### config.mk
export PLATFORM = sky130hd
export DESIGN_NAME = spi_slave_frame_link
export DESIGN_NICKNAME = d
export VERILOG_FILES = /design/src/design/ssfl_pkg.sv /design/src/design/spi_slave_frame_link.sv
export SDC_FILE = /design/constraint.sdc
export NUM_CORES = 1
export LEC_CHECK = 0
export BUFFER_PORTS_ARGS = -buffer_cell sky130_fd_sc_hd__buf_2
export CAP_MARGIN = 20
export CORE_MARGIN = 2
export CORE_UTILIZATION = 55
export CTS_BUF_LIST = sky130_fd_sc_hd__clkbuf_4 sky130_fd_sc_hd__clkbuf_8
export CTS_CLUSTER_SIZE = 24
export DETAILED_ROUTE_END_ITERATION = 12
export HOLD_SLACK_MARGIN = 0.12
export PLACE_DENSITY = 0.81
export SETUP_SLACK_MARGIN = 0.02
export SYNTH_ARGS = -nofsm -noshare
export SYNTH_HDL_FRONTEND = slang
export SYNTH_SLANG_ARGS = --single-unit
export TNS_END_PERCENT = 10
### constraint.sdc
create_clock -name clk -period 5.12 [get_ports clk]
set_clock_uncertainty 0.15 [all_clocks]
set_input_delay 0.256 -clock clk [delete_from_list [all_inputs] [get_ports clk]]
set_output_delay 0.256 -clock clk [all_outputs]
set_load 0.1 [all_outputs]
### src/design/ssfl_pkg.sv
// Package for the SPI slave frame link: commands, link phases, result beat type.
// No dependencies; used by spi_slave_frame_link.
package ssfl_pkg;

    localparam int BYTE_W = 8;

    localparam logic [BYTE_W-1:0] FILLER_BYTE = 8'h99;

    typedef enum logic [1:0] {
        CMD_RX   = 2'd0,
        CMD_SLOT = 2'd1,
        CMD_PUSH = 2'd2,
        CMD_NOP  = 2'd3
    } cmd_t;

    typedef enum logic [2:0] {
        PH_WAIT = 3'b001,
        PH_SIZE = 3'b010,
        PH_XFER = 3'b100
    } phase_t;

    localparam logic [1:0] LINK_WAIT = 2'd0;
    localparam logic [1:0] LINK_SIZE = 2'd1;
    localparam logic [1:0] LINK_XFER = 2'd2;

    localparam logic [1:0] KIND_NONE    = 2'd0;
    localparam logic [1:0] KIND_APP     = 2'd1;
    localparam logic [1:0] KIND_CMD     = 2'd2;
    localparam logic [1:0] KIND_PAYLOAD = 2'd3;

    typedef struct packed {
        logic              drive_valid;
        logic [BYTE_W-1:0] drive_byte;
        logic [1:0]        rx_kind;
        logic [BYTE_W-1:0] rx_byte;
        logic [BYTE_W-1:0] payload_index;
        logic              frame_done;
        logic [1:0]        link_phase;
        logic [BYTE_W-1:0] queued_count;
        logic              dropped_oldest;
    } result_t;

    function automatic logic [1:0] phase_code(input phase_t ph);
        logic [1:0] code;
        unique case (ph)
            PH_WAIT: code = LINK_WAIT;
            PH_SIZE: code = LINK_SIZE;
            PH_XFER: code = LINK_XFER;
            default: code = LINK_WAIT;
        endcase
        return code;
    endfunction

endpackage

### src/design/spi_slave_frame_link.sv
// SPI slave frame link: link phase control, output byte ring, frame byte labelling.
// Depends on ssfl_pkg.
//
//   channel | handshake            | payload
//   --------+----------------------+--------------------------------------------
//   item    | item_valid/item_stall| command, data_byte
//   result  | result_valid/        | drive_valid, drive_byte, rx_kind, rx_byte,
//           |   result_stall       | payload_index, frame_done, link_phase,
//           |                      | queued_count, dropped_oldest
//
// One item per cycle while item_stall is low; each result reaches the ports through the
// ring read register, loaded at the accepting edge, and then the output register.
// The ring is a RING_DEPTH x 8 memory with one write and one registered read port.
// Reset clears phase, ring pointers and counters; ring contents stay undefined.
// item_stall rises only while both result stages are full and result_stall is high.
module spi_slave_frame_link #(
    parameter int RING_DEPTH = 128
) (
    input  logic                      clk,
    input  logic                      rst_n,
    input  logic                      item_valid,
    output logic                      item_stall,
    input  logic [1:0]                command,
    input  logic [ssfl_pkg::BYTE_W-1:0] data_byte,
    output logic                      result_valid,
    input  logic                      result_stall,
    output logic                      drive_valid,
    output logic [ssfl_pkg::BYTE_W-1:0] drive_byte,
    output logic [1:0]                rx_kind,
    output logic [ssfl_pkg::BYTE_W-1:0] rx_byte,
    output logic [ssfl_pkg::BYTE_W-1:0] payload_index,
    output logic                      frame_done,
    output logic [1:0]                link_phase,
    output logic [ssfl_pkg::BYTE_W-1:0] queued_count,
    output logic                      dropped_oldest
);
    import ssfl_pkg::*;

    localparam int IW = (RING_DEPTH > 2) ? $clog2(RING_DEPTH) : 1;
    localparam logic [IW-1:0]     LAST_IDX  = IW'(RING_DEPTH - 1);
    localparam logic [BYTE_W-1:0] DEPTH_CNT = BYTE_W'(RING_DEPTH);

    function automatic logic [IW-1:0] ring_next(input logic [IW-1:0] idx);
        return (idx == LAST_IDX) ? '0 : idx + 1'b1;
    endfunction

    phase_t            phase_reg,  phase_next;
    logic [IW-1:0]     head_reg,   head_next;
    logic [IW-1:0]     tail_reg,   tail_next;
    logic [BYTE_W-1:0] count_reg,  count_next;
    logic [BYTE_W-1:0] rem_reg,    rem_next;
    logic [BYTE_W-1:0] total_reg,  total_next;
    logic [BYTE_W-1:0] recv_reg,   recv_next;

    logic [BYTE_W-1:0] ring_mem [RING_DEPTH];
    logic [BYTE_W-1:0] rd_data_reg;

    logic    b_valid_reg, o_valid_reg;
    logic    b_use_ring_reg;
    result_t b_res_reg, o_res_reg;
    result_t b_out;
    result_t res_next;
    logic    use_ring;
    logic    do_pop, do_push;
    logic    accept, b_adv;
    logic [BYTE_W-1:0] recv_inc, rem_dec;

    assign b_adv      = b_valid_reg && (!o_valid_reg || !result_stall);
    assign item_stall = b_valid_reg && o_valid_reg && result_stall;
    assign accept     = item_valid && !item_stall;

    assign recv_inc = recv_reg + 8'd1;
    assign rem_dec  = rem_reg - 8'd1;

    always_comb
    begin
        phase_next = phase_reg;
        head_next  = head_reg;
        tail_next  = tail_reg;
        count_next = count_reg;
        rem_next   = rem_reg;
        total_next = total_reg;
        recv_next  = recv_reg;
        res_next   = '0;
        use_ring   = 1'b0;
        do_pop     = 1'b0;
        do_push    = 1'b0;

        unique case (cmd_t'(command))
            CMD_RX:
            begin
                if (phase_reg == PH_WAIT && data_byte == FILLER_BYTE)
                begin
                    rem_next             = count_reg;
                    phase_next           = PH_SIZE;
                    res_next.drive_valid = 1'b1;
                    res_next.drive_byte  = count_reg;
                end
                else if (phase_reg == PH_SIZE)
                begin
                    total_next = data_byte;
                    recv_next  = '0;
                    phase_next = (data_byte != '0 || rem_reg != '0) ? PH_XFER : PH_WAIT;
                end
                else if (phase_reg == PH_XFER && recv_reg < total_reg)
                begin
                    if (recv_reg == 8'd0)
                        res_next.rx_kind = KIND_APP;
                    else if (recv_reg == 8'd1)
                        res_next.rx_kind = KIND_CMD;
                    else
                    begin
                        res_next.rx_kind       = KIND_PAYLOAD;
                        res_next.payload_index = recv_reg - 8'd2;
                    end
                    res_next.rx_byte = data_byte;
                    recv_next        = recv_inc;
                    if (recv_inc == total_reg)
                    begin
                        total_next          = '0;
                        res_next.frame_done = 1'b1;
                        if (rem_reg == '0)
                            phase_next = PH_WAIT;
                    end
                end
            end
            CMD_SLOT:
            begin
                res_next.drive_valid = 1'b1;
                res_next.drive_byte  = FILLER_BYTE;
                if (phase_reg != PH_WAIT && rem_reg != '0 && count_reg != '0)
                begin
                    rem_next = rem_dec;
                    if (rem_dec == '0 && total_reg == '0)
                        phase_next = PH_WAIT;
                    use_ring   = 1'b1;
                    do_pop     = 1'b1;
                    count_next = count_reg - 8'd1;
                    tail_next  = ring_next(tail_reg);
                end
            end
            CMD_PUSH:
            begin
                do_push   = 1'b1;
                head_next = ring_next(head_reg);
                if (count_reg >= DEPTH_CNT)
                begin
                    tail_next               = ring_next(tail_reg);
                    res_next.dropped_oldest = 1'b1;
                end
                else
                    count_next = count_reg + 8'd1;
            end
            CMD_NOP:
            begin
            end
            default:
            begin
            end
        endcase

        res_next.link_phase   = phase_code(phase_next);
        res_next.queued_count = count_next;
    end

    always_ff @(posedge clk or negedge rst_n)
    begin
        if (!rst_n)
        begin
            phase_reg   <= PH_WAIT;
            head_reg    <= '0;
            tail_reg    <= '0;
            count_reg   <= '0;
            rem_reg     <= '0;
            total_reg   <= '0;
            recv_reg    <= '0;
            b_valid_reg <= 1'b0;
            o_valid_reg <= 1'b0;
        end
        else
        begin
            if (accept)
            begin
                phase_reg <= phase_next;
                head_reg  <= head_next;
                tail_reg  <= tail_next;
                count_reg <= count_next;
                rem_reg   <= rem_next;
                total_reg <= total_next;
                recv_reg  <= recv_next;
            end
            if (accept)
                b_valid_reg <= 1'b1;
            else if (b_adv)
                b_valid_reg <= 1'b0;
            if (b_adv)
                o_valid_reg <= 1'b1;
            else if (!result_stall)
                o_valid_reg <= 1'b0;
        end
    end

    always_ff @(posedge clk)
    begin
        if (accept && do_push)
            ring_mem[head_reg] <= data_byte;
        if (accept && do_pop)
            rd_data_reg <= ring_mem[tail_reg];
    end

    always_comb
    begin
        b_out = b_res_reg;
        if (b_use_ring_reg)
            b_out.drive_byte = rd_data_reg;
    end

    always_ff @(posedge clk)
    begin
        if (accept)
        begin
            b_res_reg      <= res_next;
            b_use_ring_reg <= use_ring;
        end
        if (b_adv)
            o_res_reg <= b_out;
    end

    assign result_valid   = o_valid_reg;
    assign drive_valid    = o_res_reg.drive_valid;
    assign drive_byte     = o_res_reg.drive_byte;
    assign rx_kind        = o_res_reg.rx_kind;
    assign rx_byte        = o_res_reg.rx_byte;
    assign payload_index  = o_res_reg.payload_index;
    assign frame_done     = o_res_reg.frame_done;
    assign link_phase     = o_res_reg.link_phase;
    assign queued_count   = o_res_reg.queued_count;
    assign dropped_oldest = o_res_reg.dropped_oldest;

endmodule

==> summary by stage <==
Logic synthesis
For this run, the leading register cell type out of synthesis is sky130_fd_sc_hd__edfxtp_1. The warning count from the yosys run is 0. sky130_fd_sc_hd__edfxtp_1 is the most common cell in the netlist.

In this run the mean area of a mapped cell was 19.4 µm². In the post-synthesis netlist, the biggest area contributors are sky130_fd_sc_hd__edfxtp_1, sky130_fd_sc_hd__mux4_2, sky130_fd_sc_hd__dfrtp_1. The flip-flop and latch count after synthesis is 1162. The area of the mapped netlist is 46500 µm². The number of synthesized flops with an enable pin is 1111. sky130_fd_sc_hd__edfxtp_1 takes more of the synthesized area than any other cell.

Counting every net in the synthesized netlist gives 2437. Of the synthesized area, sequential elements account for 74.5%. In the synthesized netlist, the cells that appear most often are sky130_fd_sc_hd__edfxtp_1, sky130_fd_sc_hd__mux4_2, sky130_fd_sc_hd__nor2_1, sky130_fd_sc_hd__nand2_1, sky130_fd_sc_hd__clkbuf_1. Of the post-synthesis cell area, the dominant cell type holds 71.8%. For this run, asynchronously set or reset flops after synthesis account for 4.39%. Synthesis produced 2400 cells. The number of distinct library cells after synthesis is 64.

Place
Routability-driven placement finished with a final weighted congestion of about 0.9. The pre-CTS setup slack is 1.09 ns. Summed over all nets, the half-perimeter wirelength after detailed placement is 65300 µm. During placement, the flow inserted port buffers numbering 54.

Detailed routing
The wire length per cell after detailed routing is around 28 µm. The number of DRC markers in iteration 0 is around 3300. The sum of routed wire length over all layers is 109000 µm. The total iterations of the first detailed-routing run is 6. The residual DRC count is 0.

Detailed routing inserted a total of 24756 vias. The detail route stage leaves a number of antenna-violating nets equal to 0. The via density per instance is roughly 6.4.

Clocking
The tree is rooted in a sky130_fd_sc_hd__clkbuf_8. Clock latency on the worst-skew pair, taken at its later pin, is 0.86 ns. The TritonCTS sink count is 1162. Clock-pin slew was measured on the worst setup and hold paths at 0.06 ns. The total clock buffers created by CTS is ~180. The maximum level of the CTS H-tree is 4. TritonCTS built the clock tree. The clock passes through at most 3 buffers.

Timing
The number of endpoints with negative hold slack in the final report is 0. The highest achievable clock rate is 241 MHz. Measured against its own limit, the worst slew margin works out to between 20% and 30%. The final total negative setup slack is 0 ns. Setup repair after global routing left no endpoint under its margin. In the finished design, the share of the clock period the worst path needs comes to around four fifths. The minimum period implied by the final worst setup slack is 4.15 ns. At the pin with the least slew margin, the transition time is around 1.2 ns. Setup violations remaining at the end of the flow were counted as 0. The max-slew violation count was 0. Once routing completed, OpenROAD measured the worst setup slack at 0.967 ns.

Finish
The count of filler cells inserted in the layout is 5475. The register with the most flip-flops in the layout has just over 1000 of them. The ratio of cells with drive above 1 in the final layout is a little over a quarter. The net count of the finished layout is 2620. The area growth from synthesis to layout is 11.5%. Ranked by flip-flop count, first place goes to ring_mem.

Floorplan
Measured along the y axis, the die boundary spans around 290 µm. The floorplan step defined a core boundary enclosing approximately 84000 µm². The starting density of the core is around 56%. The number of top-level pins is 55. In this run the core area contains 106 standard-cell rows.

The die width is 295 µm. The die covers 86800 µm².

GRT
For this run the aggregate overflow at the end of global routing stands at 0. Global routing used 25.5% of the available tracks. The first global-routing pass estimated 161000 µm of wire. Entering global routing, the biggest net connects 94 pins.

The number of global-route vias before repair is ~25000. The number of antenna violations at the first check in global routing came to 5.

Pwr
In this run the power density over the cells is about 490 nW/µm². The analysis attributes to net switching a power of 7.51 mW. Of the total power, the share spent switching nets is 29.8%. Across the VDD grid, the largest voltage drop is between 300 and 400 µV. The sequential power share is 44.6%. Internal power comes to 17.7 mW. The clock network accounts for between 30% and 40% of the total power. After layout, the design draws a total of between 20 and 30 mW.

Combinational cells account for about a quarter of the total power. The leakage power of the design is between 15 and 20 nW.

Critical path
The worst setup path is of the reg -> reg kind. The type of destination of the critical path is a flip-flop. In this run the worst path has a maximum fanout of 54.

Data on the critical path is required at its endpoint by about 5.6 ns. The critical path data arrival time is 4.58 ns. STA classifies the critical path startpoint as a flip-flop.

Min path
The path type of the worst min-delay path is reg -> reg.

Run status
The flow ran to the end, and the final reports show no timing, DRC or antenna violations.

Flow run
The tool flagged a number of max-cap violations equal to 0.
[layer usage]
metal / track usage, % / vias to the layer above / wire length (µm)
li1: - / 10133 / -
met2: 39.7 / 1733 / 51700
met3: 7.52 / 303 / 13200
met5: 0 / - / 72
met4: 9.53 / 8 / 4070
met1: 34.5 / 12579 / 39700
[logic make-up (layout without fill, tap and decap cells)]
group / Yosys count / count (layout) / synth area share [%]
compound gates: 211 / 211 / 3.13
xor+xnor: 27 / 27 / 0.509
fa+ha+maj: 23 / 23 / 0.619
buf+inv: 163 / 487 / 1.77
flops: 1162 / 1162 / 74.5
mux: 340 / 340 / 14.8
other cells: 0 / 1 / 0
simple gates: 474 / 474 / 4.60
[final cells by class]
type / count / area [µm²] / share of cell area (%)
flip-flops and latches: 1162 / 34700 / 66.8
multi-input cells: 1075 / 11000 / 21.3
clock buffers: 240 / 2950 / 5.70
well taps: 1134 / 1420 / 2.74
repair buffers: 135 / 1040 / 2.02
clock inverters: 80 / 601 / 1.16
inverters: 32 / 120 / 0.232
diodes: 1 / 2.50 / 0.00483
[through the flow]
step | utilization [%] | hold slack (ns) | instances | instance area (µm²)
after floorplan | - | -0.190 | 2400 | 46500
after detailed placement | 57.4 | 0.255 | 3519 | 48100
after global placement | 57.4 | 0.252 | 3518 | 48100
after global routing | 61.9 | 0.275 | 3859 | 51800
final | 61.9 | 0.259 | 3859 | 51800
after CTS | 61.9 | 0.236 | 3856 | 51800
[cell usage in the layout, fill, tap and decap left out, types with 9 or more instances in the layout]
| cell type | instances |
|---|---|
| sky130_fd_sc_hd__clkbuf_4 | 57 |
| sky130_fd_sc_hd__nor3_1 | 20 |
| sky130_fd_sc_hd__a211oi_1 | 17 |
| sky130_fd_sc_hd__edfxtp_1 | 1111 |
| sky130_fd_sc_hd__and2_1 | 19 |
| sky130_fd_sc_hd__clkinv_1 | 42 |
| sky130_fd_sc_hd__nand2b_1 | 10 |
| sky130_fd_sc_hd__nand4_1 | 9 |
| sky130_fd_sc_hd__xnor2_1 | 25 |
| sky130_fd_sc_hd__mux2_2 | 20 |
| sky130_fd_sc_hd__dfrtp_1 | 45 |
| sky130_fd_sc_hd__clkinv_2 | 19 |
| sky130_fd_sc_hd__inv_1 | 29 |
| sky130_fd_sc_hd__a31oi_1 | 14 |
| sky130_fd_sc_hd__nor2b_1 | 22 |
| sky130_fd_sc_hd__a21oi_1 | 37 |
| sky130_fd_sc_hd__buf_2 | 46 |
| sky130_fd_sc_hd__nand3_1 | 38 |
| sky130_fd_sc_hd__a22o_1 | 12 |
| sky130_fd_sc_hd__buf_4 | 62 |
| sky130_fd_sc_hd__mux2i_1 | 43 |
| sky130_fd_sc_hd__ha_1 | 23 |
| sky130_fd_sc_hd__mux4_2 | 277 |
| sky130_fd_sc_hd__nand2_1 | 118 |
| sky130_fd_sc_hd__nor2_1 | 193 |
| sky130_fd_sc_hd__clkbuf_8 | 184 |
| sky130_fd_sc_hd__dlygate4sd3_1 | 17 |
| sky130_fd_sc_hd__o21ai_0 | 48 |
[power by group through the flow]
stage / logic (mW) / clock network, mW / registers, mW
3_3_place_gp: 6.02 / 0 / 11.4
4_1_cts: 6.21 / 7.75 / 11.2
2_1_floorplan: 4.59 / 0 / 11.2
5_1_grt: 6.56 / 8.15 / 11.3
3_5_place_dp: 6.17 / 0 / 11.4
6_report: 6.26 / 7.68 / 11.2
[worst max-delay path, stage by stage, from the launching register on]
cell and delay (ns):
sky130_fd_sc_hd__dfrtp_4 1.09, sky130_fd_sc_hd__buf_12 0.30, sky130_fd_sc_hd__mux4_2 0.53, sky130_fd_sc_hd__nor2b_1 0.15, sky130_fd_sc_hd__a2111oi_0 0.80, sky130_fd_sc_hd__a31oi_1 0.22, sky130_fd_sc_hd__a31o_2 0.36, sky130_fd_sc_hd__nand3_1 0.15
sky130_fd_sc_hd__a22oi_1 0.09
[worst paths after layout]
path | endpoint | slack [ns] | startpoint | depth (start not counted)
worst max-delay path | rd_data_reg[0]$_DFFE_PP_ | 0.97 | tail_reg[1]$_DFFE_PN0P_ | 8
worst min-delay path | payload_index[1]$_DFFE_PP_ | 0.26 | b_out[13]$_SDFFCE_PP0P_ | 0
worst max register to register | rd_data_reg[0]$_DFFE_PP_ | 0.97 | tail_reg[1]$_DFFE_PN0P_ | 8
worst min register to register | payload_index[1]$_DFFE_PP_ | 0.26 | b_out[13]$_SDFFCE_PP0P_ | 0
max in group asynchronous | tail_reg[2]$_DFFE_PN0P_ | 3.80 | rst_n | 4
min in group asynchronous | result_valid$_DFFE_PN0P_ | 0.46 | rst_n | 4
[timing repair]
item | CTS | global route
setup buffers | 0 | 0
hold buffers | 17 | 0
hold endpoints to repair | 460 | 0
resized for setup | 0 | 0
Power figures use the tool's default switching activity.
